## src/design/adl_pkg.sv

```systemverilog
// adl_pkg: shared widths, codes and types for the array doubly linked list
// used by adl_free_scan and array_doubly_linked_list; depends on nothing
package adl_pkg;

   localparam int ACTION_W = 4;
   localparam int POS_W    = 4;
   localparam int WORD_W   = 64;
   localparam int AMOUNT_W = 32;
   localparam int STATUS_W = 2;
   localparam int SLOT_W   = 4;
   localparam int COUNT_W  = 5;

   // most results one readout may give
   localparam int MAX_RESULTS = 16;

   // free-slot search looks at this many used marks per cycle
   localparam int CHUNK_W     = 8;
   localparam int CHUNK_IDX_W = 3;

   localparam logic [ACTION_W-1:0] ACT_ADD_HEAD  = 4'd0;
   localparam logic [ACTION_W-1:0] ACT_ADD_AFTER = 4'd1;
   localparam logic [ACTION_W-1:0] ACT_ADD_TAIL  = 4'd2;
   localparam logic [ACTION_W-1:0] ACT_DEL_HEAD  = 4'd3;
   localparam logic [ACTION_W-1:0] ACT_DEL_AFTER = 4'd4;
   localparam logic [ACTION_W-1:0] ACT_DEL_TAIL  = 4'd5;
   localparam logic [ACTION_W-1:0] ACT_CLEAR     = 4'd6;
   localparam logic [ACTION_W-1:0] ACT_READ_FWD  = 4'd7;
   localparam logic [ACTION_W-1:0] ACT_READ_REV  = 4'd8;

   localparam logic [STATUS_W-1:0] ST_OK      = 2'd0;
   localparam logic [STATUS_W-1:0] ST_FULL    = 2'd1;
   localparam logic [STATUS_W-1:0] ST_EMPTY   = 2'd2;
   localparam logic [STATUS_W-1:0] ST_INVALID = 2'd3;

   typedef struct packed {
      logic [WORD_W-1:0]   name;
      logic [WORD_W-1:0]   date;
      logic [AMOUNT_W-1:0] amount;
   } payload_type;

endpackage

```

## src/design/adl_ram.sv

```systemverilog
// adl_ram: generic single-write, single-read ram with registered read data
// no dependencies
module adl_ram #(
   parameter int WIDTH = 8,
   parameter int DEPTH = 16
) (
   input  logic                     clock,
   input  logic                     we,
   input  logic [$clog2(DEPTH)-1:0] waddr,
   input  logic [WIDTH-1:0]         wdata,
   input  logic [$clog2(DEPTH)-1:0] raddr,
   output logic [WIDTH-1:0]         rdata
);

   logic [WIDTH-1:0] mem [DEPTH];

   always_ff @(posedge clock) begin
      if (we) begin
         mem[waddr] <= wdata;
      end
      rdata <= mem[raddr];
   end

endmodule

```

## src/design/adl_free_scan.sv

```systemverilog
// adl_free_scan: finds the lowest free slot, one chunk of used marks a cycle
// depends on adl_pkg for the chunk size
module adl_free_scan
   import adl_pkg::*;
#(
   parameter int CAPACITY = 16
) (
   input  logic                        clock,
   input  logic                        reset,
   input  logic                        scan_start,
   input  logic [CAPACITY-1:0]         used,
   output logic                        found,
   output logic [$clog2(CAPACITY)-1:0] found_slot
);

   localparam int SW  = $clog2(CAPACITY);
   localparam int NCH = (CAPACITY + CHUNK_W - 1) / CHUNK_W;
   localparam int CKW = (NCH > 1) ? $clog2(NCH) : 1;

   logic [NCH*CHUNK_W-1:0] used_pad;
   logic [CHUNK_W-1:0]     free_bits;
   logic [CHUNK_IDX_W-1:0] bit_idx;
   logic [CKW-1:0]         chunk_ff;
   logic                   active_ff;

   // slots past the end count as used so they are never picked
   for (genvar i = 0; i < NCH*CHUNK_W; i++) begin : g_pad
      if (i < CAPACITY) begin : g_real
         assign used_pad[i] = used[i];
      end else begin : g_fill
         assign used_pad[i] = 1'b1;
      end
   end

   assign free_bits = ~used_pad[chunk_ff*CHUNK_W +: CHUNK_W];

   always_comb begin
      bit_idx = '0;
      for (int i = CHUNK_W-1; i >= 0; i--) begin
         if (free_bits[i]) begin
            bit_idx = CHUNK_IDX_W'(i);
         end
      end
   end

   assign found      = active_ff && (|free_bits);
   assign found_slot = SW'({chunk_ff, bit_idx});

   always_ff @(posedge clock) begin
      if (reset) begin
         active_ff <= 1'b0;
         chunk_ff  <= '0;
      end else if (scan_start) begin
         active_ff <= 1'b1;
         chunk_ff  <= '0;
      end else if (active_ff) begin
         if (found) begin
            active_ff <= 1'b0;
         end else if (chunk_ff == CKW'(NCH-1)) begin
            chunk_ff <= '0;
         end else begin
            chunk_ff <= chunk_ff + CKW'(1);
         end
      end
   end

endmodule

```

## src/design/array_doubly_linked_list.sv

```systemverilog
// array_doubly_linked_list: doubly linked list kept in a fixed slot array
// depends on adl_pkg, adl_ram and adl_free_scan
//
// A command is taken on a rising edge with start high and busy low; the
// req_ ports carry the action, the position and the payload of a new entry.
// busy stays high until the last result word of that command is out.
// Each result word is on the rsp_ ports for one cycle with rsp_strobe high;
// the receiver cannot stall, so nothing waits on it.
// Adds take the lowest free slot from one shared chunk scanner, which walks
// the used marks eight slots at a time; reads walk the list forward or in
// reverse with one payload/link ram read per entry; errors, empty reads
// and a delete after the tail give a single status word.
// Links and payload live in rams with one read and one write port; the
// sequencer touches one link per ram per cycle.
// Reset (and the clear action) empties the list at once: used marks, head,
// tail and count are flip-flops; stale link and payload words of free slots
// are never read.
module array_doubly_linked_list
   import adl_pkg::*;
#(
   parameter int CAPACITY = 16
) (
   input  logic                       clock,
   input  logic                       reset,
   input  logic                       start,
   output logic                       busy,
   input  logic [ACTION_W-1:0]        req_action,
   input  logic [POS_W-1:0]           req_position,
   input  logic [WORD_W-1:0]          req_name_word,
   input  logic [WORD_W-1:0]          req_date_word,
   input  logic signed [AMOUNT_W-1:0] req_amount,
   output logic                       rsp_strobe,
   output logic [STATUS_W-1:0]        rsp_status,
   output logic [SLOT_W-1:0]          rsp_slot,
   output logic [WORD_W-1:0]          rsp_entry_name,
   output logic [WORD_W-1:0]          rsp_entry_date,
   output logic signed [AMOUNT_W-1:0] rsp_entry_amount,
   output logic [COUNT_W-1:0]         rsp_entry_count,
   output logic                       rsp_last
);

   localparam int SW = $clog2(CAPACITY);
   localparam int LW = $clog2(CAPACITY + 1);
   localparam int KW = $clog2(MAX_RESULTS);
   localparam int PW = $bits(payload_type);
   localparam logic [LW-1:0] NONE = LW'(CAPACITY);

   typedef enum logic [3:0] {
      S_IDLE, S_DEC, S_ADD_RD, S_SCAN, S_ADD_W1, S_ADD_W2,
      S_DEL_FD, S_DEL_FC, S_DEL_RD, S_DEL_NX, S_DEL_W,
      S_RD_ISSUE, S_RD_EMIT, S_RESP
   } state_type;

   state_type           state_ff;
   logic [ACTION_W-1:0] act_ff;
   logic [POS_W-1:0]    pos_ff;
   payload_type         pay_ff;
   logic [LW-1:0]       head_ff, tail_ff, count_ff;
   logic [CAPACITY-1:0] used_ff;
   logic [LW-1:0]       p_ff, d_ff, nx_ff;
   logic [KW-1:0]       k_ff;
   logic [STATUS_W-1:0] st_ff;

   logic                rsp_strobe_ff, rsp_last_ff;
   logic [STATUS_W-1:0] rsp_status_ff;
   logic [SLOT_W-1:0]   rsp_slot_ff;
   logic [WORD_W-1:0]   rsp_name_ff, rsp_date_ff;
   logic [AMOUNT_W-1:0] rsp_amount_ff;
   logic [COUNT_W-1:0]  rsp_count_ff;

   // ram ports
   logic [SW-1:0] raddr;
   logic [LW-1:0] next_rdata, prev_rdata;
   payload_type   pay_rdata;
   logic          nwe, pwe, dwe;
   logic [SW-1:0] nwaddr, pwaddr;
   logic [LW-1:0] nwdata, pwdata;

   logic          scan_start, scan_found;
   logic [SW-1:0] scan_slot;

   logic          pos_used, full, empty, p_valid, nx_valid, rd_fin;
   logic [SW-1:0] pos_slot;
   logic [LW-1:0] walk_nx;

   assign pos_slot = SW'(pos_ff);
   assign pos_used = (32'(pos_ff) < CAPACITY) && used_ff[pos_slot];
   assign full     = (count_ff == NONE);
   assign empty    = (count_ff == '0);
   assign p_valid  = (p_ff < NONE);
   assign nx_valid = (nx_ff < NONE);
   assign walk_nx  = (act_ff == ACT_READ_FWD) ? next_rdata : prev_rdata;
   assign rd_fin   = !(walk_nx < NONE) || (k_ff == KW'(MAX_RESULTS-1));

   // one shared read address for all three rams
   always_comb begin
      case (state_ff)
         S_ADD_RD, S_SCAN, S_DEL_FD: raddr = p_ff[SW-1:0];
         default:                    raddr = d_ff[SW-1:0];
      endcase
   end

   always_comb begin
      nwe    = 1'b0;
      pwe    = 1'b0;
      dwe    = 1'b0;
      nwaddr = d_ff[SW-1:0];
      pwaddr = d_ff[SW-1:0];
      nwdata = nx_ff;
      pwdata = p_ff;
      case (state_ff)
         S_ADD_W1: begin
            nwe = 1'b1;
            pwe = 1'b1;
            dwe = 1'b1;
         end
         S_ADD_W2: begin
            nwe    = p_valid;
            nwaddr = p_ff[SW-1:0];
            nwdata = d_ff;
            pwe    = nx_valid;
            pwaddr = nx_ff[SW-1:0];
            pwdata = d_ff;
         end
         S_DEL_W: begin
            nwe    = p_valid;
            nwaddr = p_ff[SW-1:0];
            nwdata = nx_ff;
            pwe    = nx_valid;
            pwaddr = nx_ff[SW-1:0];
            pwdata = p_ff;
         end
         default: begin
         end
      endcase
   end

   assign scan_start = (state_ff == S_ADD_RD);

   adl_ram #(.WIDTH(LW), .DEPTH(CAPACITY)) u_next_ram (
      .clock (clock),
      .we    (nwe),
      .waddr (nwaddr),
      .wdata (nwdata),
      .raddr (raddr),
      .rdata (next_rdata)
   );

   adl_ram #(.WIDTH(LW), .DEPTH(CAPACITY)) u_prev_ram (
      .clock (clock),
      .we    (pwe),
      .waddr (pwaddr),
      .wdata (pwdata),
      .raddr (raddr),
      .rdata (prev_rdata)
   );

   adl_ram #(.WIDTH(PW), .DEPTH(CAPACITY)) u_payload_ram (
      .clock (clock),
      .we    (dwe),
      .waddr (d_ff[SW-1:0]),
      .wdata (pay_ff),
      .raddr (raddr),
      .rdata (pay_rdata)
   );

   adl_free_scan #(.CAPACITY(CAPACITY)) u_free_scan (
      .clock      (clock),
      .reset      (reset),
      .scan_start (scan_start),
      .used       (used_ff),
      .found      (scan_found),
      .found_slot (scan_slot)
   );

   always_ff @(posedge clock) begin
      if (reset) begin
         state_ff      <= S_IDLE;
         used_ff       <= '0;
         head_ff       <= NONE;
         tail_ff       <= NONE;
         count_ff      <= '0;
         rsp_strobe_ff <= 1'b0;
      end else begin
         rsp_strobe_ff <= 1'b0;
         case (state_ff)
            S_IDLE: begin
               if (start) begin
                  act_ff   <= req_action;
                  pos_ff   <= req_position;
                  pay_ff   <= '{name: req_name_word, date: req_date_word,
                                amount: req_amount};
                  state_ff <= S_DEC;
               end
            end
            S_DEC: begin
               st_ff    <= ST_OK;
               state_ff <= S_RESP;
               case (act_ff)
                  ACT_ADD_HEAD, ACT_ADD_TAIL: begin
                     if (full) begin
                        st_ff <= ST_FULL;
                     end else begin
                        // tail is none on an empty list, so add tail = add head
                        p_ff     <= (act_ff == ACT_ADD_TAIL) ? tail_ff : NONE;
                        state_ff <= S_ADD_RD;
                     end
                  end
                  ACT_ADD_AFTER: begin
                     if (!pos_used) begin
                        st_ff <= ST_INVALID;
                     end else if (full) begin
                        st_ff <= ST_FULL;
                     end else begin
                        p_ff     <= LW'(pos_ff);
                        state_ff <= S_ADD_RD;
                     end
                  end
                  ACT_DEL_HEAD: begin
                     if (empty) begin
                        st_ff <= ST_EMPTY;
                     end else begin
                        p_ff     <= NONE;
                        d_ff     <= head_ff;
                        state_ff <= S_DEL_RD;
                     end
                  end
                  ACT_DEL_AFTER: begin
                     if (empty) begin
                        st_ff <= ST_EMPTY;
                     end else if (!pos_used) begin
                        st_ff <= ST_INVALID;
                     end else begin
                        p_ff     <= LW'(pos_ff);
                        state_ff <= S_DEL_FD;
                     end
                  end
                  ACT_DEL_TAIL: begin
                     if (empty) begin
                        st_ff <= ST_EMPTY;
                     end else begin
                        d_ff     <= tail_ff;
                        state_ff <= S_DEL_RD;
                     end
                  end
                  ACT_CLEAR: begin
                     used_ff  <= '0;
                     head_ff  <= NONE;
                     tail_ff  <= NONE;
                     count_ff <= '0;
                     d_ff     <= '0;
                  end
                  ACT_READ_FWD, ACT_READ_REV: begin
                     if (empty) begin
                        st_ff <= ST_EMPTY;
                     end else begin
                        d_ff     <= (act_ff == ACT_READ_FWD) ? head_ff : tail_ff;
                        k_ff     <= '0;
                        state_ff <= S_RD_ISSUE;
                     end
                  end
                  default: begin
                     st_ff <= ST_INVALID;
                  end
               endcase
            end
            S_ADD_RD: begin
               state_ff <= S_SCAN;
            end
            S_SCAN: begin
               if (scan_found) begin
                  d_ff     <= LW'(scan_slot);
                  nx_ff    <= p_valid ? next_rdata : head_ff;
                  state_ff <= S_ADD_W1;
               end
            end
            S_ADD_W1: begin
               state_ff <= S_ADD_W2;
            end
            S_ADD_W2: begin
               // used mark, count and head/tail move together
               used_ff[d_ff[SW-1:0]] <= 1'b1;
               count_ff <= count_ff + LW'(1);
               if (!p_valid) begin
                  head_ff <= d_ff;
               end
               if (!nx_valid) begin
                  tail_ff <= d_ff;
               end
               state_ff <= S_RESP;
            end
            S_DEL_FD: begin
               state_ff <= S_DEL_FC;
            end
            S_DEL_FC: begin
               // position is the tail: nothing after it
               if (!(next_rdata < NONE)) begin
                  st_ff    <= ST_INVALID;
                  state_ff <= S_RESP;
               end else begin
                  d_ff     <= next_rdata;
                  state_ff <= S_DEL_RD;
               end
            end
            S_DEL_RD: begin
               state_ff <= S_DEL_NX;
            end
            S_DEL_NX: begin
               nx_ff <= next_rdata;
               if (act_ff == ACT_DEL_TAIL) begin
                  p_ff <= prev_rdata;
               end
               state_ff <= S_DEL_W;
            end
            S_DEL_W: begin
               if (!p_valid) begin
                  head_ff <= nx_ff;
               end
               if (!nx_valid) begin
                  tail_ff <= p_ff;
               end
               used_ff[d_ff[SW-1:0]] <= 1'b0;
               count_ff <= count_ff - LW'(1);
               state_ff <= S_RESP;
            end
            S_RD_ISSUE: begin
               state_ff <= S_RD_EMIT;
            end
            S_RD_EMIT: begin
               rsp_strobe_ff <= 1'b1;
               rsp_status_ff <= ST_OK;
               rsp_slot_ff   <= SLOT_W'(d_ff);
               rsp_name_ff   <= pay_rdata.name;
               rsp_date_ff   <= pay_rdata.date;
               rsp_amount_ff <= pay_rdata.amount;
               rsp_count_ff  <= COUNT_W'(count_ff);
               rsp_last_ff   <= rd_fin;
               if (rd_fin) begin
                  state_ff <= S_IDLE;
               end else begin
                  d_ff     <= walk_nx;
                  k_ff     <= k_ff + KW'(1);
                  state_ff <= S_RD_ISSUE;
               end
            end
            S_RESP: begin
               rsp_strobe_ff <= 1'b1;
               rsp_status_ff <= st_ff;
               rsp_slot_ff   <= (st_ff == ST_OK) ? SLOT_W'(d_ff) : '0;
               rsp_name_ff   <= '0;
               rsp_date_ff   <= '0;
               rsp_amount_ff <= '0;
               rsp_count_ff  <= COUNT_W'(count_ff);
               rsp_last_ff   <= 1'b1;
               state_ff      <= S_IDLE;
            end
            default: begin
               state_ff <= S_IDLE;
            end
         endcase
      end
   end

   assign busy             = (state_ff != S_IDLE);
   assign rsp_strobe       = rsp_strobe_ff;
   assign rsp_status       = rsp_status_ff;
   assign rsp_slot         = rsp_slot_ff;
   assign rsp_entry_name   = rsp_name_ff;
   assign rsp_entry_date   = rsp_date_ff;
   assign rsp_entry_amount = $signed(rsp_amount_ff);
   assign rsp_entry_count  = rsp_count_ff;
   assign rsp_last         = rsp_last_ff;

   // used marks and count must agree
   a_count_matches_used: assert property (@(posedge clock) disable iff (reset)
      $countones(used_ff) == 32'(count_ff))
      else $error("used marks disagree with entry count");

   // head is none exactly when the list is empty
   a_head_vs_count: assert property (@(posedge clock) disable iff (reset)
      (count_ff == '0) == (head_ff == NONE))
      else $error("head link disagrees with entry count");

   // an error word is marked last: like any single-word command it is the only word
   a_error_is_last: assert property (@(posedge clock) disable iff (reset)
      (rsp_strobe && (rsp_status != ST_OK)) |-> rsp_last)
      else $error("error word not marked last");

   // an accepted command raises busy, which the design holds until its words are out
   a_accept_busy: assert property (@(posedge clock) disable iff (reset)
      (start && !busy) |=> busy)
      else $error("accepted command did not raise busy");

endmodule
```

## config.mk

```make
export PLATFORM = sky130hd
export DESIGN_NAME = array_doubly_linked_list
export DESIGN_NICKNAME = d
export VERILOG_FILES = /design/src/design/adl_pkg.sv /design/src/design/adl_ram.sv /design/src/design/adl_free_scan.sv /design/src/design/array_doubly_linked_list.sv
export SDC_FILE = /design/constraint.sdc
export NUM_CORES = 2
export LEC_CHECK = 0
export ABC_AREA = 1
export BUFFER_PORTS_ARGS = -buffer_cell sky130_fd_sc_hd__buf_2
export CORE_UTILIZATION = 45
export DETAILED_ROUTE_END_ITERATION = 12
export PLACE_DENSITY = 0.6
export REMOVE_ABC_BUFFERS = 1
export SLEW_MARGIN = 30
export SYNTH_ARGS = -nofsm -noshare
export SYNTH_HDL_FRONTEND = slang
export SYNTH_SLANG_ARGS = --single-unit
export TNS_END_PERCENT = 5
```

## constraint.sdc

```tcl
create_clock -name clock -period 35.5 [get_ports clock]
set_input_delay 1.775 -clock clock [delete_from_list [all_inputs] [get_ports clock]]
set_output_delay 1.775 -clock clock [all_outputs]
set_load 0.05 [all_outputs]
```

==> flow_metrics.py <==
metrics = {
    "clock_network": {
        "worstSkewPairLatency_ps": 900,
        "clock_path_buffers": 4,
        "tritoncts": "yes",
        "ctsResizeCount": 0,
        "post-cts-setup-buffer-count": 0,
        "cts_hold_buf": 0,
        "clk_pin_slew_ps": 60,
        "cts_buffers": 341,
        "clock-sinks": 3289,
        "cts-root-buf": "clkbuf_16",
        "h-tree-depth": 5,
    },
    "min_path": {
        "hp-class": "reg -> reg",
    },
    "global_route": {
        "grt_pass1_wl_um": 481000,
        "overflow": 0,
        "grt_max_degree": 216,
        "grt_antenna_before_repair": 12,
        "first_global_vias": 72400,
        "grt_use_total_pct": 23.3,
    },
    "detailed_routing": {
        "dr.pass1.iters": 8,
        "wl_met2_um": 148000,
        "drc": 0,
        "first_iter_violations": 9092,
        "wire_per_inst_um": 25.3,
        "num_vias": 75800,
        "routed_wl_um": 331000,
        "drt-met1-wl_um": 146000,
        "route.met3.wl_um": 28100,
        "highest_layer": "met5",
        "antenna_left": 0,
        "viasPerCell": 5.80,
    },
    "sta": {
        "worst_slew_pin_slew_ps": 1110,
        "finalClockSkew_ps": 38.1,
        "finalCriticalPeriod_ps": 5490,
        "fin_crit_sh_pct": 15.5,
        "fmax_mhz": 182,
        "relSlewSlack_pct": 26.1,
        "maxSlewViolCount": 0,
        "hold_violations": 0,
        "setup_viol": 0,
        "rsz0062_at_grt": "no",
        "setup_slack_ps": 30010,
    },
    "placement": {
        "place_inst": 12400,
        "dp_hpwl_um": 160000,
        "place_ws_ps": 29750,
        "place_area_um2": 129000,
        "port_buffers": 344,
        "gp_congestion": 0.836,
    },
    "worst_setup_path": {
        "cp_slowest_cell": "buf_4",
        "worst-path-buf-inv": 4,
        "crit_family": "buffers and inverters",
        "crit_chain": "nand2_1 -> nand3_4 -> nand2_1 -> nand2_4 -> buf_4 -> buf_6 -> buf_4 -> buf_4 -> o21ai_0 -> o22ai_1 -> o21ai_0 -> o22ai_1",
        "cp_common_cell": "buf_4",
        "worst_ep_required_time_ps": 36300,
        "worst_setup_path_end_kind": "flip-flop",
        "critPathArrivalTime_ps": 6290,
        "crit_fanout": 102,
        "start_kind": "flip-flop",
        "max_stage_delay_ps": 820,
        "setup.worst_path.class": "reg -> reg",
    },
    "floorplan": {
        "die_w_um": 526,
        "io_pins": 345,
        "die-area_um2": 276000,
        "core_area_um2": 272000,
        "start_util_pct": 45.4,
        "die_h_um": 526,
        "num_rows": 191,
    },
    "synthesis": {
        "synth_seq_cells": 3289,
        "ys_seq_area_share_pct": 78.3,
        "yosys_warnings": 0,
        "synth_area_leaders": "edfxtp_1 (75%), o21ai_0 (6.2%), nor2_1 (5.7%)",
        "synth_ff_type": "edfxtp_1",
        "synth_edf_count": 3081,
        "async_reset_ff_share_pct": 0,
        "synth.distinct_cells": 45,
        "avgSynthCellArea_um2": 13.8,
        "netlist_instances": 8975,
        "yosys.area.top_type_share_pct": 75.0,
        "synth.largest_area_cell": "edfxtp_1",
        "netlist_area_um2": 123000,
    },
    "final_layout": {
        "instances_no_fill": 13100,
        "syn2layout_area_growth_pct": 13.4,
        "multi_input_area_um2": 23300,
        "fill_cells": 22400,
        "seq_area_um2": 96700,
        "fin_area_um2": 140000,
        "nNetsFinal": 9387,
        "layout-drive-gt1-share_pct": 10.9,
    },
    "power": {
        "powerDensity_nw_per_um2": 74.5,
        "power.leakage_nw": 45.6,
        "p_total_mw": 10.4,
        "vdd_drop_max_mv": 0.0538,
    },
    "job": {
        "max_cap_viol_count": 0,
    },
    "run_status": {
        "status": "complete, no violations",
    },
}
flip-flops by register name (all words and copies together) (netlist names), 5 cells and up:
name and flops:
u_next_ram.mem 80, u_next_ram.rdata 5, u_prev_ram.rdata 5, u_payload_ram.mem 2560, d_ff 5, count_ff 5, rsp_entry_name 64, tail_ff 5
rsp_entry_count 5, rsp_entry_date 64, nx_ff 5, p_ff 5, head_ff 5, rsp_entry_amount 32, u_payload_ram.rdata 160, used_ff 16
pay_ff 160, u_prev_ram.mem 80
worst reg2reg max path: cells and delay by family, from the launching register on:
family,cells,cell delay [ps]
DFF,1,430
and+or+nand+nor,4,1090
AOI/OAI and AO/OA,4,750
buffers and inverters,4,3140
synthesized netlist by cell type (2+ instances only):
| master | count |
|---|---|
| edfxtp_1 | 3081 |
| nor2_1 | 1868 |
| o21ai_0 | 1525 |
| o22ai_1 | 680 |
| clkbuf_1 | 409 |
| inv_1 | 283 |
| o21ai_1 | 217 |
| dfxtp_1 | 208 |
| o221ai_1 | 142 |
| nand2_1 | 141 |
| buf_2 | 138 |
| a21oi_1 | 70 |
| nand3_1 | 66 |
| buf_4 | 32 |
| nor3_1 | 25 |
| o211ai_1 | 17 |
| buf_1 | 15 |
| inv_2 | 8 |
| a31oi_1 | 6 |
| ha_1 | 4 |
| o2111ai_1 | 4 |
| a211oi_1 | 3 |
| nor2_2 | 3 |
| nor2_4 | 3 |
| a32o_1 | 2 |
| nand2_2 | 2 |
| o21ai_2 | 2 |
| o32ai_1 | 2 |
| or2_2 | 2 |
| xor2_1 | 2 |
per-layer routing:
metal | track usage, % | vias to the layer above
met3 | 4.33 | 478
met4 | 7.10 | 6
met2 | 35.2 | 3243
met5 | 0 | -
met1 | 34.2 | 38100
li1 | - | 33900
power breakdown:
part,leakage (nW),internal (mW),switching [mW]
Clock,5.42,2.06,1.48
Combinational,10.7,0.596,1.55
Sequential,29.5,4.57,0.165
Total,45.6,7.23,3.20
cell type report:
type	instances	area share, %
Multi-Input combinational cell	4798	16.6
Clock buffer	455	6.71
Clock inverter	172	1.22
Sequential cell	3289	69.1
Antenna cell	2	0.00358
Timing Repair Buffer	489	2.37
Tap cell	3570	3.19
Inverter	292	0.804
final timing paths:
kind         slack (ps)  depth (start not counted)                       to         from
max               30010                         12  u_payload_ram.rdata[46]  state_ff[0]
min                 500                          2               head_ff[4]   head_ff[4]
max reg2reg       30010                         12  u_payload_ram.rdata[46]  state_ff[0]
min reg2reg         500                          2               head_ff[4]   head_ff[4]
cell usage in the layout, fill, tap and decap left out, types with 79 or more instances in the layout:
master,n
nor2_1,1850
buf_4,104
edfxtp_1,3081
o22ai_1,680
o221ai_1,142
nand2_1,140
clkbuf_16,348
dfxtp_1,208
buf_2,344
o21ai_0,1525
o21ai_1,215
clkbuf_1,79
inv_1,282
metrics by stage:
stage	hold WS, ps	TNS, ps	util, %
4_1_cts	495	0	51.4
6_report	497	0	51.5
2_1_floorplan	445	-7132280	-
3_5_place_dp	481	0	47.3
3_3_place_gp	460	0	47.3
5_1_grt	522	0	51.5
logic make-up after synthesis:
group                    after synthesis  share of synthesized area [%]
XOR/XNOR                               3                         0.0213
buffers and inverters                888                           2.94
AO/OA/AOI/OAI                       2675                           12.1
adder cells (fa/ha/maj)                5                         0.0568
AND/OR/NAND/NOR                     2114                           6.57
flip-flops                          3289                           78.3
multiplexers                           1                        0.00912
Power figures use the tool's default switching activity.
